$ cat src/iida_pkg.sv
package iida_pkg;

  // array depth default
  localparam int unsigned Capacity = 128;

  // cells per first-level read group
  localparam int unsigned ReadGroup = 16;

  localparam int unsigned WordW = 32;
  localparam int unsigned PosW  = 8;
  localparam int unsigned CmdW  = 3;
  localparam int unsigned StatW = 2;
  localparam int unsigned FillW = 8;

  typedef enum logic [CmdW-1:0] {
    CMD_CLEAR  = 3'd0,
    CMD_INSERT = 3'd1,
    CMD_EDIT   = 3'd2,
    CMD_DELETE = 3'd3,
    CMD_READ   = 3'd4
  } cmd_e;

  typedef enum logic [StatW-1:0] {
    STAT_OK     = 2'd0,
    STAT_FULL   = 2'd1,
    STAT_BADIDX = 2'd2
  } status_e;

  typedef enum logic [1:0] {
    ST_IDLE,
    ST_EXEC,
    ST_REDUCE
  } state_e;

  // broadcast control seen by every cell
  typedef struct packed {
    logic            ins;
    logic            del;
    logic            wr;
    logic            rd;
    logic [PosW-1:0] pos;
  } cell_ctrl_t;

endpackage

$ cat src/iida_cell.sv
module iida_cell #(
  parameter int unsigned Idx = 0
) (
  input  logic                          clk_i,
  input  iida_pkg::cell_ctrl_t          ctrl_i,
  input  logic [iida_pkg::WordW-1:0]    value_i,
  input  logic [iida_pkg::WordW-1:0]    left_i,
  input  logic [iida_pkg::WordW-1:0]    right_i,
  output logic [iida_pkg::WordW-1:0]    word_o,
  output logic [iida_pkg::WordW-1:0]    rd_word_o
);

  localparam int unsigned XW = ($clog2(Idx + 1) > iida_pkg::PosW) ?
                               $clog2(Idx + 1) : iida_pkg::PosW;
  localparam logic [XW-1:0] IdxX = XW'(Idx);

  logic [iida_pkg::WordW-1:0] word_q, word_d;
  logic [XW-1:0]              pos_x;
  logic                       hit, above;

  // position relative to this cell
  assign pos_x = XW'(ctrl_i.pos);
  assign hit   = (pos_x == IdxX);
  assign above = (IdxX > pos_x);

  // shift up, shift down or overwrite
  always_comb begin
    word_d = word_q;
    if ((ctrl_i.ins || ctrl_i.wr) && hit) begin
      word_d = value_i;
    end else if (ctrl_i.ins && above) begin
      word_d = left_i;
    end else if (ctrl_i.del && (above || hit)) begin
      word_d = right_i;
    end
  end

  always_ff @(posedge clk_i) begin
    word_q <= word_d;
  end

  assign word_o    = word_q;
  assign rd_word_o = (ctrl_i.rd && hit) ? word_q : '0;

endmodule

$ cat config.mk
export PLATFORM = sky130hd
export DESIGN_NAME = iida_cell
export DESIGN_NICKNAME = d
export VERILOG_FILES = /design/src/iida_pkg.sv /design/src/iida_cell.sv
export SDC_FILE = /design/constraint.sdc
export NUM_CORES = 1
export LEC_CHECK = 0
export ABC_AREA = 1
export BUFFER_PORTS_ARGS = -buffer_cell sky130_fd_sc_hd__buf_2
export CELL_PAD_IN_SITES_DETAIL_PLACEMENT = 1
export CELL_PAD_IN_SITES_GLOBAL_PLACEMENT = 1
export CORE_UTILIZATION = 21
export CTS_CLUSTER_SIZE = 10
export DETAILED_ROUTE_END_ITERATION = 16
export PLACE_DENSITY = 0.76
export SLEW_MARGIN = 25
export SYNTH_ARGS = -nofsm -noshare
export SYNTH_HDL_FRONTEND = slang
export SYNTH_SLANG_ARGS = --single-unit
export TNS_END_PERCENT = 50
$ cat constraint.sdc
create_clock -name clk_i -period 1.92 [get_ports clk_i]
set_clock_uncertainty 0.05 [all_clocks]
set_input_delay 0.096 -clock clk_i [delete_from_list [all_inputs] [get_ports clk_i]]
set_output_delay 0.096 -clock clk_i [all_outputs]
set_load 0.02 [all_outputs]
# After elaboration in Yosys (flattened, before gate mapping)
# Index checks and enable logic that the tools add are counted.
# W data, S select, Z words.
# totals
input_bits	109
word_cells	14
regBits	32
# classes
n_reduce_logical	8
magnitude_cmp	1
mux	4
# op_table
cell	count
$mux W32	4
$gt A1 B8 Y1 const A	1
$logic_not A8 Y1	1
$logic_and A1 B1 Y1	4
$reduce_bool A3 Y1	1
$logic_or A1 B1 Y1	2

# Depth between registers and ports, before layout
# depth
depth_word	6
depth_mapped	7

# Worst setup path before layout
# Ideal clock, no wire load.
# synth_path
path_kind	input to register
startpoint	in ctrl_i[7] (netlist bit)
endpoint	reg word_q, in the netlist word_o[0], enable pin
path_stages	5
t_arrival_ps	1479
setup_ps	391
setup_slack_ps	0
cell_sequence	nor2_1 nand2_1 nor2_4 buf_2 o21a_1
# synth_between
elab_chain_len	4
elab_cells_between_ends	7
# synth_lines
element	line_no	rtl
start: declaration	iida_cell.sv:5	input iida_pkg::cell_ctrl_t ctrl_i,
$gt A1 B8 Y1 or $logic_not A8 Y1 (tied branches)	iida_cell.sv:24, iida_cell.sv:23	
$logic_or A1 B1 Y1	iida_cell.sv:33	end else if (ctrl_i.del && (above || hit)) begin
$logic_and A1 B1 Y1	iida_cell.sv:33	
$reduce_bool A3 Y1 (no source line) *	n/a	
end signal: assignment	iida_cell.sv:39	word_q <= word_d;
end: declaration	iida_cell.sv:17	logic [iida_pkg::WordW-1:0] word_q, word_d;
# Every way passes the cells marked *; elsewhere a longest branch is shown, timed or not.
# A chain may end at the register's enable or synchronous reset.

# Worst setup path after layout
# layout_path
startpoint	in ctrl_i[7] (netlist bit)
endpoint	out rd_word_o[16] (netlist bit)
# layout_between
elab_chain_len	3
# layout_lines
element	line_no	rtl
$logic_not A8 Y1	iida_cell.sv:23	assign hit = (pos_x == IdxX);
$logic_and A1 B1 Y1	iida_cell.sv:43	assign rd_word_o = (ctrl_i.rd && hit) ? word_q : '0;
$mux W32	iida_cell.sv:43	
end: declaration	iida_cell.sv:10	output logic [iida_pkg::WordW-1:0] rd_word_o
# No other way between the ends.

==> results <==
- The distinct cell type count of the synthesized netlist is 12.
- The register share of total power is 50.1%.
- The Yosys step of the flow raised 0 warnings.
- The cell type with the highest aggregate area in the netlist is sky130_fd_sc_hd__edfxtp_1.
- The startpoint type of the worst setup path is an input pin.
- Cell internal power was estimated by the tool at 1.23 mW.
- Global routing used 13.5% of the available tracks across all layers.
- The fraction of the yosys area taken by sequential cells is 54.3%.
- In this run the vertical extent of the chip is 93.8 µm.
- The post-synthesis average cell area is 8.19 µm².
- The congestion estimate from routability-driven global placement came to 0.682.
- The total of endpoints with negative setup slack in the final report is 0.
- The number of buffers added on ports is 140.
- The number of clock buffers inserted by TritonCTS is 5.
- The largest single stage delay on the critical path is 0.21 ns.
- The clock period could shrink to 1.52 ns.
- Headroom to the max-slew limit came out at 75.1%.
- The first-pass GRT wire length is 9110 µm.
- Measured along the x axis, the die boundary spans 93.8 µm.
- The total grt overflow is 0.
- After synthesis the cells add up to 1770 µm².
- Summed over all nets, the half-perimeter wirelength after detailed placement is 4650 µm.
- For the final routed database, the setup TNS stands at 0 ns.
- The largest fanout on the critical path is 20.
- The synthesized flop and latch total is 32.
- The floorplan has 33 rows.
- The clock-pin slew on the worst setup and hold paths is 0.07 ns.
- Summing internal, switching and leakage power gives 1.54 mW.
- The net count reported at finish is 466.
- Wires add up to 5890 µm.
- The first detailed-routing pass took 4 iterations.
- Once the clock tree was built, the setup fixing pass inserted 0 buffers.
- The path class of the lowest-slack min-delay path is in2reg.
- The starting density of the core is 21.6%.
- The worst path uses 79.3% of the clock period.
- The max-slew violation count was 0.
- The initial antenna violation count is 0.
- In this run, the number of DRC markers left after iteration 0 of detailed routing was 30.
- TritonCTS built the clock tree.
- The routed via count divided by cell count is 4.14.
- In the final layout, the share of cells above drive strength 1 is 44.1%.
- The worst setup path is of the in2out kind.
- The number of endpoints with negative hold slack in the final report is 0.
- The synthesis-to-layout area growth is 50.3%.
- The switching power of the nets is 0.311 mW.
- Clock tree synthesis found a total of 32 sinks.
- The signal arrival time at the worst endpoint is 1.38 ns.
- The floorplan core area is 8180 µm².
- Of the total power, the share spent switching nets is 20.2%.
- The net count after synthesis is 325.
- Setup repair after global routing left no endpoint under its margin.
- Counting the fill cells in the layout gives 1061.
- The leakage power is 1.51 nW.
- The number of nets with antenna violations after routing is 0.
- The clock network power share is 41.0%.
- The root buffer selected by CTS is sky130_fd_sc_hd__clkbuf_8.
- The actual transition at the worst max-transition pin is 0.374 ns.
- The data required time at the worst endpoint is 1.77 ns.
- In the post-synthesis netlist, the biggest area contributors are sky130_fd_sc_hd__edfxtp_1 54%, sky130_fd_sc_hd__nand2_1 14%, sky130_fd_sc_hd__nand3_1 9.1%.
- STA classifies the critical path endpoint as an output pin.
- Based on the critical path, the design can be clocked at up to 657 MHz.
- The number of max-cap violations is 0.
- The H-tree was split into 2 levels.
- The number of global-route vias before repair is 1956.
- The run finished with clean final reports.
- The number of buffers inserted by hold repair at cts is 0.
- The number of gates resized after CTS is 0.
- The routed length per instance is 12.7 µm.
- The final routed DRC violation total is 0.
- In this run the biggest area consumer among cell types represents 54.3% of the synthesized area.
- The I/O pin count is 173.
- The worst supply voltage drop on vdd is 0.283 mV.
- The register with the most flip-flops in the layout has 32 of them.
- The die covers 8800 µm².
- The signal on the critical path passes through buf_2 > nor2_1 > nand2_1 > nor2_4 > buf_4 > nand2_2 > buf_4 > nor2_1 > buf_2.
- The clock tree buffer depth is 2.
- The number of antenna diodes in the final layout is 0.
- Power spread over the standard cell area amounts to 579 nW/µm².
- The via total after detailed routing is 1917.
- Entering global routing, the biggest net connects 33 pins.
- Synthesis produced 216 cells.
- The slowest stage of the critical path is the sky130_fd_sc_hd__nor2_4 cell.
- The combinational group share of total power is 8.9%.
[final timing paths]
check	start	to	slack (ns)	depth (start not counted)
worst min-delay path	right_i[11]	word_o[11]	0.03	3
worst max-delay path	ctrl_i[7]	rd_word_o[16]	0.40	9
[per-layer routing]
layer / track usage [%] / vias up / routed length (µm)
li1: - / 949 / -
met1: 14.1 / 891 / 2270
met2: 26.6 / 71 / 3240
met3: 2.67 / 6 / 318
met4: 3.97 / 0 / 61
met5: 0 / - / 0
[power groups by stage]
stage / sequential (mW) / combinational [mW] / clock [mW]
6_report: 0.772 / 0.137 / 0.631
5_1_grt: 0.772 / 0.155 / 0.678
4_1_cts: 0.772 / 0.140 / 0.652
3_5_place_dp: 0.787 / 0.140 / 0
3_3_place_gp: 0.787 / 0.133 / 0
2_1_floorplan: 0.790 / 0.0457 / 0
[critical path: cells and delay by family]
kind / cells / cell delay (ns)
buffers and inverters: 4 / 0.68
AND/OR/NAND/NOR: 5 / 0.60
[logic make-up after synthesis]
logic type | synth area share [%]
buffers and inverters | 12.6
AND/OR/NAND/NOR | 32.7
flip-flops | 54.3
AO/OA/AOI/OAI | 0.424
[cell type report]
cell class              instances  area (µm²)  area share [%]
clock buffers                   6        72.6            2.73
clock inverters                 2        35.0            1.32
inverters                      32         120            4.52
multi-input cells             139         586            22.0
flip-flops and latches         32         961            36.1
well taps                     105         131            4.94
repair buffers                147         753            28.3
[layout by cell type (no fill, tap or decap)]
cell	netlist	layout
sky130_fd_sc_hd__clkbuf_1	0	1
sky130_fd_sc_hd__nor2_1	36	36
sky130_fd_sc_hd__nand2_1	66	66
sky130_fd_sc_hd__buf_2	7	140
sky130_fd_sc_hd__clkinv_2	0	1
sky130_fd_sc_hd__bufinv_16	0	1
sky130_fd_sc_hd__nand3_1	32	32
sky130_fd_sc_hd__o21a_1	1	1
sky130_fd_sc_hd__nand2_4	1	1
sky130_fd_sc_hd__nor2_4	1	1
sky130_fd_sc_hd__edfxtp_1	32	32
sky130_fd_sc_hd__clkbuf_8	0	5
sky130_fd_sc_hd__buf_4	0	7
sky130_fd_sc_hd__nand2_2	1	1
sky130_fd_sc_hd__inv_1	32	32
sky130_fd_sc_hd__or2_2	1	1
[cell usage after synthesis]
library cell and instances:
sky130_fd_sc_hd__buf_2 7, sky130_fd_sc_hd__nand3_1 32, sky130_fd_sc_hd__o21a_1 1, sky130_fd_sc_hd__buf_6 6
sky130_fd_sc_hd__edfxtp_1 32, sky130_fd_sc_hd__nor2_4 1, sky130_fd_sc_hd__nand2_2 1, sky130_fd_sc_hd__nor2_1 36
sky130_fd_sc_hd__nand2_4 1, sky130_fd_sc_hd__nand2_1 66, sky130_fd_sc_hd__inv_1 32, sky130_fd_sc_hd__or2_2 1
[through the flow]
step	worst slack [ns]	utilization, %	area (µm²)	instances	hold WS [ns]
final	0.397	32.5	2660	463	0.0268
after global routing	0.222	32.5	2660	463	0.0244
after CTS	0.343	32.5	2660	463	0.0172
after detailed placement	0.344	31.2	2550	455	0.317
after global placement	0.461	31.2	2550	455	0.310
after floorplan	0.000418	-	1770	216	0.225
(Power assumes the default switching activity.)
